[src/sv/prc_pkg.sv]
`timescale 1ns / 1ps

package prc_pkg;

    // Q16.16 data word
    typedef logic signed [31:0] t_q16;
    // Q8.8 / Q1.15 coefficient
    typedef logic signed [15:0] t_coef;

    localparam int unsigned AXIS_W  = 2;
    localparam int unsigned LIMIT_W = 31;
    localparam int unsigned SCHED_W = 16;

    // gains registers on the APB port, 64 bits each at 8-byte stride
    localparam int unsigned NUM_REGS = 3;
    localparam int unsigned PADDR_W  = 5;
    localparam int unsigned PDATA_W  = 64;

    // packed layout of one gains register
    typedef struct packed {
        t_coef alpha;
        t_coef kd;
        t_coef ki;
        t_coef kp;
    } t_gains;

    // per-axis loop state held in the state RAM
    typedef struct packed {
        t_q16 integ;
        t_q16 prev;
        t_q16 fd;
    } t_axis_state;

    // saturate to the signed 32-bit range
    function automatic t_q16 sat32(input logic signed [63:0] v);
        t_q16 res;
        if (v > 64'sd2147483647) begin
            res = 32'sh7FFF_FFFF;
        end else if (v < -64'sd2147483648) begin
            res = 32'sh8000_0000;
        end else begin
            res = v[31:0];
        end
        return res;
    endfunction

endpackage

[src/sv/prc_ifs.sv]
`timescale 1ns / 1ps

// sample word into the controller
interface prc_in_if;
    import prc_pkg::*;

    logic                     valid;
    logic                     ready;
    logic [AXIS_W-1:0]        axis_sel;
    t_q16                     target;
    t_q16                     measured;
    logic [LIMIT_W-1:0]       limit;
    logic [SCHED_W-1:0]       sched_gain;
    t_q16                     feedforward;

    modport source (
        output valid, axis_sel, target, measured, limit, sched_gain, feedforward,
        input  ready
    );
    modport sink (
        input  valid, axis_sel, target, measured, limit, sched_gain, feedforward,
        output ready
    );
endinterface

// drive word out of the controller
interface prc_out_if;
    import prc_pkg::*;

    logic valid;
    logic ready;
    t_q16 drive;

    modport source (
        output valid, drive,
        input  ready
    );
    modport sink (
        input  valid, drive,
        output ready
    );
endinterface

[src/sv/prc_ram.sv]
`timescale 1ns / 1ps

module prc_ram #(
    parameter int unsigned WIDTH = 32,
    parameter int unsigned DEPTH = 4
) (
    input  logic                                    i_clk,
    input  logic                                    i_we,
    input  logic [((DEPTH > 1) ? $clog2(DEPTH) : 1)-1:0] i_waddr,
    input  logic [WIDTH-1:0]                        i_wdata,
    input  logic [((DEPTH > 1) ? $clog2(DEPTH) : 1)-1:0] i_raddr,
    output logic [WIDTH-1:0]                        o_rdata
);

    logic [WIDTH-1:0] r_mem [DEPTH];
    logic [WIDTH-1:0] r_rdata;

    // write port and registered read port
    always_ff @(posedge i_clk) begin
        if (i_we) begin
            r_mem[i_waddr] <= i_wdata;
        end
        r_rdata <= r_mem[i_raddr];
    end

    assign o_rdata = r_rdata;

endmodule

[src/sv/prc_mul.sv]
`timescale 1ns / 1ps

module prc_mul (
    input  logic               i_clk,
    input  logic signed [34:0] i_a,
    input  logic signed [16:0] i_b,
    output logic signed [51:0] o_prod
);

    logic signed [51:0] r_prod;

    // one signed product per cycle, registered
    always_ff @(posedge i_clk) begin
        r_prod <= 52'(i_a) * 52'(i_b);
    end

    assign o_prod = r_prod;

endmodule

[src/sv/pid_rate_controller_unit.sv]
`timescale 1ns / 1ps
// Sequence: an accepted word runs from LOAD to DEC, then waits in OUT for a free output
//   register; a word for an axis outside the configured count goes straight to OUT with
//   drive 0. A new word is taken only in IDLE, after the eight passes through the shared
//   35x17 multiplier and the read-modify-write of the per-axis state RAM.
// Reset: synchronous, active low; clears the sequencer, the output valid flag, the gains
//   registers and the per-axis valid bits, so every axis state reads as zero.
module pid_rate_controller_unit #(
    parameter int unsigned AXES = 3
) (
    input  logic                           i_clk,
    input  logic                           i_rst_n,
    prc_in_if.sink                         i_in,
    prc_out_if.source                      o_out,
    input  logic                           psel,
    input  logic                           penable,
    input  logic                           pwrite,
    input  logic [prc_pkg::PADDR_W-1:0]    paddr,
    input  logic [prc_pkg::PDATA_W-1:0]    pwdata,
    output logic [prc_pkg::PDATA_W-1:0]    prdata,
    output logic                           pready
);
    import prc_pkg::*;

    localparam int unsigned AW = (AXES > 1) ? $clog2(AXES) : 1;
    localparam int unsigned SW = $bits(t_axis_state);

    // sequencer codes
    localparam logic [3:0] S_IDLE = 4'd0;
    localparam logic [3:0] S_LOAD = 4'd1;
    localparam logic [3:0] S_FILT = 4'd2;
    localparam logic [3:0] S_FSAT = 4'd3;
    localparam logic [3:0] S_DMUL = 4'd4;
    localparam logic [3:0] S_PD   = 4'd5;
    localparam logic [3:0] S_IHI  = 4'd6;
    localparam logic [3:0] S_ILO  = 4'd7;
    localparam logic [3:0] S_PHI  = 4'd8;
    localparam logic [3:0] S_PLO  = 4'd9;
    localparam logic [3:0] S_SUM  = 4'd10;
    localparam logic [3:0] S_DEC  = 4'd11;
    localparam logic [3:0] S_OUT  = 4'd12;

    logic [3:0]          r_state, n_state;
    logic                r_out_valid, n_out_valid;
    t_q16                r_drive;
    logic [AXES-1:0]     r_valid;
    logic [PDATA_W-1:0]  r_gain [NUM_REGS];

    // latched sample
    logic [AW-1:0]       r_axis;
    logic                r_bad;
    logic signed [32:0]  r_err;
    t_q16                r_meas;
    logic [LIMIT_W-1:0]  r_lim;
    logic [SCHED_W-1:0]  r_sg;
    t_q16                r_ff;
    t_gains              r_g;

    // working registers
    t_q16                r_integ;
    t_q16                r_fd;
    logic signed [33:0]  r_dd;
    logic signed [40:0]  r_pterm;
    logic signed [40:0]  r_inc0;
    logic signed [41:0]  r_pd;
    logic signed [59:0]  r_acc;
    logic signed [49:0]  r_inc;
    logic signed [50:0]  r_pdsum;
    logic signed [52:0]  r_outv;
    logic signed [53:0]  r_outf;

    logic                w_accept;
    logic                w_axis_ok;
    logic [1:0]          w_widx;
    logic                w_cfg_we;
    t_gains              w_gsel;
    logic [SW-1:0]       w_rdata;
    t_axis_state         w_rd;
    t_axis_state         w_st;
    t_axis_state         w_wr;
    logic                w_we;
    logic signed [34:0]  w_ma;
    logic signed [16:0]  w_mb;
    logic signed [51:0]  w_prod;
    logic signed [35:0]  w_fsum;
    logic signed [53:0]  w_lim_p;
    logic signed [53:0]  w_lim_n;
    logic                w_err_neg;
    logic                w_err_pos;
    logic                w_cond;
    t_q16                w_clamp;

    assign w_accept  = i_in.valid && i_in.ready;
    assign w_axis_ok = 32'(i_in.axis_sel) < AXES;

    // ------------------------------------------------------------------
    // APB gains registers
    // ------------------------------------------------------------------
    assign pready   = 1'b1;
    assign w_widx   = paddr[4:3];
    assign w_cfg_we = psel && penable && pwrite && pready;

    always_ff @(posedge i_clk) begin
        if (!i_rst_n) begin
            for (int i = 0; i < NUM_REGS; i++) begin
                r_gain[i] <= '0;
            end
        end else if (w_cfg_we && (32'(w_widx) < NUM_REGS) && (32'(w_widx) < AXES)) begin
            r_gain[w_widx] <= pwdata;
        end
    end

    assign prdata = (32'(w_widx) < NUM_REGS) ? r_gain[w_widx] : '0;

    // pick the gains of the incoming axis; axes without a register keep zero gains
    assign w_gsel = (32'(i_in.axis_sel) < NUM_REGS) ? t_gains'(r_gain[i_in.axis_sel]) : '0;

    // ------------------------------------------------------------------
    // per-axis state RAM
    // ------------------------------------------------------------------
    prc_ram #(
        .WIDTH (SW),
        .DEPTH (AXES)
    ) u_state_ram (
        .i_clk   (i_clk),
        .i_we    (w_we),
        .i_waddr (r_axis),
        .i_wdata (w_wr),
        .i_raddr (AW'(i_in.axis_sel)),
        .o_rdata (w_rdata)
    );

    assign w_rd = t_axis_state'(w_rdata);
    // an entry never written reads as zero
    assign w_st = r_valid[r_axis] ? w_rd : '0;

    // ------------------------------------------------------------------
    // shared multiplier operand select
    // ------------------------------------------------------------------
    always_comb begin
        w_ma = '0;
        w_mb = '0;
        case (r_state)
            S_LOAD: begin
                w_ma = 35'(r_err);
                w_mb = 17'(r_g.kp);
            end
            S_FILT: begin
                w_ma = 35'(r_dd);
                w_mb = 17'(r_g.alpha);
            end
            S_FSAT: begin
                w_ma = 35'(r_err);
                w_mb = 17'(r_g.ki);
            end
            S_DMUL: begin
                w_ma = 35'(r_fd);
                w_mb = 17'(r_g.kd);
            end
            S_PD: begin
                w_ma = 35'($signed(r_inc0[40:16]));
                w_mb = {1'b0, r_sg};
            end
            S_IHI: begin
                w_ma = {19'b0, r_inc0[15:0]};
                w_mb = {1'b0, r_sg};
            end
            S_ILO: begin
                w_ma = 35'($signed(r_pd[41:16]));
                w_mb = {1'b0, r_sg};
            end
            S_PHI: begin
                w_ma = {19'b0, r_pd[15:0]};
                w_mb = {1'b0, r_sg};
            end
            default: begin
                w_ma = '0;
                w_mb = '0;
            end
        endcase
    end

    prc_mul u_mul (
        .i_clk  (i_clk),
        .i_a    (w_ma),
        .i_b    (w_mb),
        .o_prod (w_prod)
    );

    // ------------------------------------------------------------------
    // decision and clamp logic
    // ------------------------------------------------------------------
    assign w_fsum    = 36'(r_fd) + 36'(w_prod >>> 15);
    assign w_lim_p   = 54'(signed'({1'b0, r_lim}));
    assign w_lim_n   = -w_lim_p;
    assign w_err_neg = r_err[32];
    assign w_err_pos = !r_err[32] && (r_err != '0);
    assign w_cond    = ((54'(r_outv) <= w_lim_p) && (54'(r_outv) >= w_lim_n)) ||
                       ((54'(r_outv) > w_lim_p) && w_err_neg) ||
                       ((54'(r_outv) < w_lim_n) && w_err_pos);

    // write back the new axis state in the decision step
    assign w_we        = (r_state == S_DEC);
    assign w_wr.integ  = w_cond ? sat32(64'(r_integ) + 64'(r_inc)) : r_integ;
    assign w_wr.prev   = r_meas;
    assign w_wr.fd     = r_fd;

    always_comb begin
        if (r_bad) begin
            w_clamp = '0;
        end else if (r_outf > w_lim_p) begin
            w_clamp = w_lim_p[31:0];
        end else if (r_outf < w_lim_n) begin
            w_clamp = w_lim_n[31:0];
        end else begin
            w_clamp = r_outf[31:0];
        end
    end

    // ------------------------------------------------------------------
    // sequencer
    // ------------------------------------------------------------------
    assign i_in.ready = (r_state == S_IDLE);

    always_comb begin
        n_state     = r_state;
        n_out_valid = r_out_valid;
        if (o_out.ready) begin
            n_out_valid = 1'b0;
        end
        case (r_state)
            S_IDLE: begin
                if (w_accept) begin
                    n_state = w_axis_ok ? S_LOAD : S_OUT;
                end
            end
            S_LOAD:  n_state = S_FILT;
            S_FILT:  n_state = S_FSAT;
            S_FSAT:  n_state = S_DMUL;
            S_DMUL:  n_state = S_PD;
            S_PD:    n_state = S_IHI;
            S_IHI:   n_state = S_ILO;
            S_ILO:   n_state = S_PHI;
            S_PHI:   n_state = S_PLO;
            S_PLO:   n_state = S_SUM;
            S_SUM:   n_state = S_DEC;
            S_DEC:   n_state = S_OUT;
            S_OUT: begin
                // hold until the output register is free
                if (!r_out_valid || o_out.ready) begin
                    n_out_valid = 1'b1;
                    n_state     = S_IDLE;
                end
            end
            default: n_state = S_IDLE;
        endcase
    end

    always_ff @(posedge i_clk) begin
        if (!i_rst_n) begin
            r_state     <= S_IDLE;
            r_out_valid <= 1'b0;
            r_valid     <= '0;
        end else begin
            r_state     <= n_state;
            r_out_valid <= n_out_valid;
            if (w_we) begin
                r_valid[r_axis] <= 1'b1;
            end
        end
    end

    // ------------------------------------------------------------------
    // datapath registers
    // ------------------------------------------------------------------
    always_ff @(posedge i_clk) begin
        case (r_state)
            S_IDLE: begin
                if (w_accept) begin
                    r_axis <= AW'(i_in.axis_sel);
                    r_bad  <= !w_axis_ok;
                    r_err  <= 33'(i_in.target) - 33'(i_in.measured);
                    r_meas <= i_in.measured;
                    r_lim  <= i_in.limit;
                    r_sg   <= i_in.sched_gain;
                    r_ff   <= i_in.feedforward;
                    r_g    <= w_gsel;
                end
            end
            S_LOAD: begin
                r_integ <= w_st.integ;
                r_fd    <= w_st.fd;
                r_dd    <= 34'(r_meas) - 34'(w_st.prev) - 34'(w_st.fd);
            end
            S_FILT: begin
                r_pterm <= 41'(w_prod >>> 8);
            end
            S_FSAT: begin
                // freeze the filter while the D gain is zero
                if (r_g.kd != '0) begin
                    r_fd <= sat32(64'(w_fsum));
                end
            end
            S_DMUL: begin
                r_inc0 <= 41'(w_prod >>> 8);
            end
            S_PD: begin
                r_pd <= 42'(r_pterm) - 42'(w_prod >>> 8);
            end
            S_IHI: begin
                r_acc <= 60'(w_prod) <<< 16;
            end
            S_ILO: begin
                r_inc <= 50'((r_acc + 60'(w_prod)) >>> 8);
            end
            S_PHI: begin
                r_acc <= 60'(w_prod) <<< 16;
            end
            S_PLO: begin
                r_pdsum <= 51'((r_acc + 60'(w_prod)) >>> 8);
            end
            S_SUM: begin
                r_outv <= 53'(r_pdsum) + 53'(r_integ) + 53'(r_ff);
            end
            S_DEC: begin
                r_outf <= w_cond ? (54'(r_outv) + 54'(r_inc)) : 54'(r_outv);
            end
            S_OUT: begin
                if (!r_out_valid || o_out.ready) begin
                    r_drive <= w_clamp;
                end
            end
            default: begin
                r_drive <= r_drive;
            end
        endcase
    end

    assign o_out.valid = r_out_valid;
    assign o_out.drive = r_drive;

endmodule

[src/flat_wrapper.sv]
// flat-port wrapper written by rule: the top's interface ports become plain ports
module pid_rate_controller_unit_flat import prc_pkg::*;
#(
    parameter int unsigned AXES = 3
)
  (i_clk, i_rst_n, psel, penable, pwrite, paddr, pwdata, prdata, pready, i_in_valid, i_in_axis_sel, i_in_target, i_in_measured, i_in_limit, i_in_sched_gain, i_in_feedforward, i_in_ready, o_out_valid, o_out_drive, o_out_ready);
  prc_in_if i_in_i ();
  prc_out_if o_out_i ();
  input  logic i_clk;
  input  logic i_rst_n;
  input  logic psel;
  input  logic penable;
  input  logic pwrite;
  input  logic [prc_pkg::PADDR_W-1:0] paddr;
  input  logic [prc_pkg::PDATA_W-1:0] pwdata;
  output logic [prc_pkg::PDATA_W-1:0] prdata;
  output logic pready;
  input wire logic [$bits(i_in_i.valid)-1:0] i_in_valid;
  input wire logic [$bits(i_in_i.axis_sel)-1:0] i_in_axis_sel;
  input wire logic [$bits(i_in_i.target)-1:0] i_in_target;
  input wire logic [$bits(i_in_i.measured)-1:0] i_in_measured;
  input wire logic [$bits(i_in_i.limit)-1:0] i_in_limit;
  input wire logic [$bits(i_in_i.sched_gain)-1:0] i_in_sched_gain;
  input wire logic [$bits(i_in_i.feedforward)-1:0] i_in_feedforward;
  output wire logic [$bits(i_in_i.ready)-1:0] i_in_ready;
  output wire logic [$bits(o_out_i.valid)-1:0] o_out_valid;
  output wire logic [$bits(o_out_i.drive)-1:0] o_out_drive;
  input wire logic [$bits(o_out_i.ready)-1:0] o_out_ready;
  assign i_in_i.valid = i_in_valid;
  assign i_in_i.axis_sel = i_in_axis_sel;
  assign i_in_i.target = i_in_target;
  assign i_in_i.measured = i_in_measured;
  assign i_in_i.limit = i_in_limit;
  assign i_in_i.sched_gain = i_in_sched_gain;
  assign i_in_i.feedforward = i_in_feedforward;
  assign i_in_ready = i_in_i.ready;
  assign o_out_valid = o_out_i.valid;
  assign o_out_drive = o_out_i.drive;
  assign o_out_i.ready = o_out_ready;
  pid_rate_controller_unit #(.AXES(AXES)) u_core (.i_clk(i_clk), .i_rst_n(i_rst_n), .i_in(i_in_i), .o_out(o_out_i), .psel(psel), .penable(penable), .pwrite(pwrite), .paddr(paddr), .pwdata(pwdata), .prdata(prdata), .pready(pready));
endmodule
[config.mk]
export PLATFORM = sky130hd
export DESIGN_NAME = pid_rate_controller_unit_flat
export DESIGN_NICKNAME = d
export VERILOG_FILES = /design/src/sv/prc_pkg.sv /design/src/sv/prc_ifs.sv /design/src/sv/prc_ram.sv /design/src/sv/prc_mul.sv /design/src/sv/pid_rate_controller_unit.sv /design/src/flat_wrapper.sv
export SDC_FILE = /design/constraint.sdc
export NUM_CORES = 2
export LEC_CHECK = 0
export ABC_AREA = 1
export BUFFER_PORTS_ARGS = -buffer_cell sky130_fd_sc_hd__buf_2
export CORE_MARGIN = 3
export CORE_UTILIZATION = 40
export DETAILED_ROUTE_END_ITERATION = 12
export SLEW_MARGIN = 20
export SYNTH_ARGS = -nofsm -noshare
export SYNTH_HDL_FRONTEND = slang
export SYNTH_HIERARCHICAL = 1
export SYNTH_SLANG_ARGS = --single-unit
[constraint.sdc]
create_clock -name i_clk -period 11.8 [get_ports i_clk]
set_clock_uncertainty 0.05 [all_clocks]
set_input_delay 1.18 -clock i_clk [delete_from_list [all_inputs] [get_ports i_clk]]
set_output_delay 1.18 -clock i_clk [all_outputs]
set_load 0.005 [all_outputs]
-- Word-level counts from Yosys, hierarchy flattened
Memory sizes are Yosys's and may differ from the RTL's. A register that Yosys moved wholly into a read port is not among the register bits.
Cells that the tools add are included.
- add/sub/neg operators: 11
- multiply operators: 1
- div/mod/pow operators: 0
- $lt $le $gt $ge: 14
- eq/ne operators: 15
- shifts and indexed selects: 0
- mux-type cells: 34
- bitwise operators: 1
- reductions and logical operators: 30
- operators by type and width (kind ; count):
    $pmux W35 S7 ; 1
    $mux W32 ; 7
    $mux W64 ; 3
    $pmux W17 S5 ; 1
    $sub A32 B32 Y33 ; 2
    $gt A64 B32 Y1 const B ; 1
    $lt A64 B32 Y1 const B ; 1
    $pmux W32 S2 ; 1
    $reduce_or A64 Y1 ; 1
    $add A59 B52 Y59 ; 1
    $add A53 B50 Y54 ; 1
    $ge A53 B54 Y1 ; 1
    $gt A54 B32 Y1 ; 1
    $lt A53 B54 Y1 ; 1
    $lt A54 B54 Y1 ; 1
    $mux W54 ; 1
    $neg A31 Y54 ; 1
    $add A52 B32 Y53 ; 1
    $gt A53 B32 Y1 ; 1
    $le A53 B32 Y1 ; 1
    $add A51 B32 Y52 ; 1
    $mul A35 B17 Y52 ; 1
    $pmux W4 S13 ; 1
    $add A32 B50 Y51 ; 1
    other kinds (31) ; 73
- flip-flop bits (word level): 712
- latch bits: 0
- bits in writable memories: 480
- ROM bits: 0
- bits of input ports: 221
- output and inout bits: 99
- logic and storage cells: 132
- memories kept: 2
- memories (name ; words ; width ; rd ports ; clocked after Yosys merged registers in ; wr ports ; RTL line ; text):
    u_core.u_state_ram.r_mem ; 3 ; 96 ; 1 ; 1 ; 1 ; prc_ram.sv:15 ; logic [WIDTH-1:0] r_mem [DEPTH];
    u_core.r_gain ; 3 ; 64 ; 2 ; 1 ; 3 ; pid_rate_controller_unit.sv:47 ; logic [PDATA_W-1:0] r_gain [NUM_REGS];

-- Depth between registers and ports, before layout
- word-level depth: 9
- mapped depth: 38
- gate-level depth less buffers: 35

-- Modules after synthesis
The synthesis kept the hierarchy.
- by module, submodules not included (module ; instances ; cells an instance ; area each (um2) ; seq. area each (um2)):
    pid_rate_controller_unit ; 1 ; 7629 ; 65156.2 ; 28387.2
    prc_mul ; 1 ; 3188 ; 23729.0 ; 1041.0
    prc_ram ; 1 ; 1105 ; 13500.4 ; 10570.1

-- Worst setup path after synthesis
No wires, ideal clock.
- path type: register -> register
- start: register u_core.r_state[3]
- end: memory u_core/u_state_ram/r_mem[1][0] (netlist name), enable pin
- library setup time: 0.689 ns
- arrival time: 10.268 ns
- data required time: 11.061 ns
- slack: 0.793 ns
- stages on the path, launching flop included: 7
- buffers on the path: 0
- cells stage by stage: dfxtp_1 inv_1 nor2_1 inv_1 nor2_1 inv_1 nor3b_1
- word-level cells in the longest chain between the ends: 3
- RTL lines (element ; RTL line ; text):
    start, declared ; pid_rate_controller_unit.sv:43 ; logic [3:0] r_state, n_state;
    start signal, assigned ; pid_rate_controller_unit.sv:265 ; r_state <= n_state;
    $eq A4 B4 Y1 ; pid_rate_controller_unit.sv:203 ; assign w_we = (r_state == S_DEC);
    named net u_core.w_we ; pid_rate_controller_unit.sv:81 ; logic w_we;
    $mux W1 ; prc_ram.sv:20 ; if (i_we) begin
    $mux W1 (implied by the code) ; prc_ram.sv:21 ; r_mem[i_waddr] <= i_wdata;
    end, declared ; prc_ram.sv:15 ;
The timed path passes the listed nets, and every way through them passes these cells.

-- Worst setup path in the final report
- start: register u_core.r_state[2]
- end: register u_core.u_mul.r_prod[33], in the netlist u_core/u_mul/o_prod[33]
- word-level cells in the longest chain between the ends: 4
- elaborated cells on any way between the ends: 13
- classes of those cells: 1 x mul; 8 x eq/ne; 2 x mux; 2 x reduce/logical
- RTL lines (element ; RTL line ; text):
    $eq A4 B1 Y1 or $eq A4 B2 Y1 (tied branches) ; pid_rate_controller_unit.sv:143 ; case (r_state)
    $reduce_or A2 Y1 (no source line) ; - ;
    $pmux W35 S7 * ; pid_rate_controller_unit.sv:143 ;
    named net u_core.w_ma[16] ; pid_rate_controller_unit.sv:82 ; logic signed [34:0] w_ma;
    $mul A35 B17 Y52 * ; prc_mul.sv:14 ; r_prod <= 52'(i_a) * 52'(i_b);
    end signal, assigned ; prc_mul.sv:14 ;
    end, declared ; prc_mul.sv:10 ; logic signed [51:0] r_prod;
The timed path passes the listed nets; every way through them passes the cells marked *.
A chain may end at the register's enable or synchronous reset.

==> results.ini <==
[outcome]
status=finished, final reports clean

[setup_path]
path_class=reg -> reg
endpoint_kind=flip-flop
cp_data_required_time_ps=12470
worstPathArrival_ps=9160
startpoint_type=flip-flop
critPathMaxFanout=67
cpMostUsedCell=inv_1
slowest_delay_ps=820
crit_slowest_cell=nand2_1

[detailed_routing]
viasPerCell=5.13
first_pass_iters=7
totalWireLength_um=320000
wl_per_cell_um=20.4
ant_nets=0
drt-initial-drc-count=6701
vias=80500
drc=0

[clocking]
cts_resized=0
clk_latency_ps=820
cts_sinks=1384
cts_buffer_depth=3
clock-root-buffer=clkbuf_16
post_cts_buffers=0
htree_num_levels=4
clk_pin_slew_worst_paths_ps=60
cts_buffers=149
postCtsHoldBufs=0
cts_tree=done

[synthesis]
syn-mean-instance-area_um2=8.59
ys_top_cells_by_area=edfxtp_1, fa_1, nand2_1
ys_warn_count=6
synth-seq-cells=1384
synth_top_area_cell=edfxtp_1
synth_edf_count=1228
netlist_instances=11900
synth-seq-area-share_pct=39.1
syn_area_um2=102000
synth_top_area_share_pct=36.0
ys.flop_type=edfxtp_1
ys_types=74
postSynth.asyncResetShare_pct=0

[hold_path]
hold_class=reg -> reg

[place]
dpl.hpwl_um=247000
place.gp.congestion=0.983
numPortBuffers=315

[finish]
nNetsFinal=13700
drive_above_1_share_pct=7.32
postLayoutCoreUtil_pct=44.4
layout_common_cells=nand2_1, inv_1, edfxtp_1
syn2layout_area_growth_pct=10.3
final_common_cell=nand2_1

[power_and_ir_drop]
total_leakage_power_nw=52.9
power_switching_mw=12.0
power.share.sequential_pct=27.2
pwr-share-clk_pct=18.6
internal_power_mw=13.7
switching_share_pct=46.6
combPwrFrac_pct=54.2
power.density_nw_per_um2=227
irDropWorstVdd_mv=0.229

[sta]
worst_pin_slew_ps=1190
relSlewSlack_pct=20.6
setup_tns_ps=0
post-route-period-util_pct=71.9
rsz0062_at_grt=false
slew_violations=0
fin_crit_ps=8490
setup_viol=0
max_freq_mhz=118
final_hold_viol_count=0

[run]
max-cap-violations=0

[floorplan]
ios=320
start_util_pct=40.2
die_y_um=512
rows=185
die_x_um=512
coreArea_um2=254000
dieArea_um2=262000

[grt]
grt_max_degree=87
grt_pass1_wl_um=483000
grt.overflow.total=0
antenna_found_initial=9
grt_util_all_layers_pct=24.1
grt_pass1_vias=79500

[power by group through the flow]
stage          Sequential [mW]  Clock [mW]  Combinational, mW
4_1_cts                   6.98        4.86               13.9
5_1_grt                   7.00        5.04               15.5
6_report                  6.97        4.77               13.9
3_5_place_dp              7.07           0               13.8
3_3_place_gp              7.07           0               13.7
2_1_floorplan             6.85           0               9.45
[final timing paths]
check,start,endpoint,slack [ps],cells after the start
setup / recovery,u_core/r_state[2]$_SDFFE_PN0P_,u_core/u_mul/o_prod[33]$_DFF_P_,3310,29
hold / removal,u_core/u_mul/o_prod[4]$_DFF_P_,u_core/r_acc[20]$_DFFE_PP_,350,0
setup reg to reg,u_core/r_state[2]$_SDFFE_PN0P_,u_core/u_mul/o_prod[33]$_DFF_P_,3310,29
hold reg to reg,u_core/u_mul/o_prod[4]$_DFF_P_,u_core/r_acc[20]$_DFFE_PP_,350,0
[registers in the layout, indices dropped and copies added, names as in the netlist, 41 cells and up]
name and count:
u_core/r_g 64, u_core/r_pdsum 51, u_core/r_outv 53, u_core/u_state_ram/o_rdata 96, u_core/r_gain 224, u_core/r_pterm 41
u_core/r_inc 50, u_core/r_outf 54, u_core/r_pd 42, u_core/u_mul/o_prod 52, u_core/r_acc 43, u_core/r_inc0 41
u_core/u_state_ram/r_mem 288
[through the flow]
step | cell area [um^2] | worst slack [ps] | hold WS [ps] | power (mW) | std cells
floorplan | 103000 | 793 | 336 | 16.3 | 12000
global placement | 108000 | 3400 | 338 | 20.8 | 15400
CTS | 113000 | 3310 | 345 | 25.7 | 15700
finish | 113000 | 3310 | 345 | 25.6 | 15700
global route | 113000 | 2820 | 362 | 27.6 | 15700
detailed placement | 108000 | 3340 | 339 | 20.8 | 15400
[routing by layer]
metal  up-vias  global-route usage [%]  part of all wire (%)
met4        10                    9.79                   4.5
met3       523                    2.82                   5.8
met1     38700                    31.5                    42
li1      38700                       -                     -
met5         -                       0                 0.023
met2      2561                    40.6                    47
[logic make-up (layout without fill, tap and decap cells)]
family	after synthesis	in the layout	synth area share (%)
buffers and inverters	2501	2862	9.39
AO/OA/AOI/OAI	1394	1394	7.80
adder cells (fa/ha/maj)	1285	1285	20.5
other	2	37	0.00734
AND/OR/NAND/NOR	4988	4988	20.1
flip-flops	1384	1384	39.1
multiplexers	1	1	0.00978
XOR/XNOR	367	367	3.14
[Yosys cell counts, types with 57 or more instances]
master,number
a21oi_1,620
inv_1,2098
dfxtp_1,156
nor4_1,59
clkbuf_1,271
o21ai_0,359
edfxtp_1,1228
fa_1,656
a31oi_1,73
a22oi_1,57
nor3_1,68
nand2_1,3157
nor2_1,941
xnor2_1,113
xor2_1,254
nand4_1,142
nand3_1,438
ha_1,629
[critical path: cells and delay by family (launching register included)]
family,cells,cell delay [ps]
XOR/XNOR,1,200
flip-flops,1,390
AO/OA/AOI/OAI,2,130
adder cells (fa/ha/maj),7,3480
AND/OR/NAND/NOR,10,2320
buffers and inverters,9,1750
[cell type report]
class / instances / area [um^2]
Timing Repair Buffer: 450 / 2610
Tap cell: 3366 / 4210
Fill cell: 24900 / 142000
Inverter: 2137 / 8030
Clock inverter: 74 / 792
Clock buffer: 201 / 4150
Antenna cell: 4 / 10.0
Multi-Input combinational cell: 8068 / 53100
Sequential cell: 1384 / 40000
Note: power is estimated with default switching activity, not from simulation.
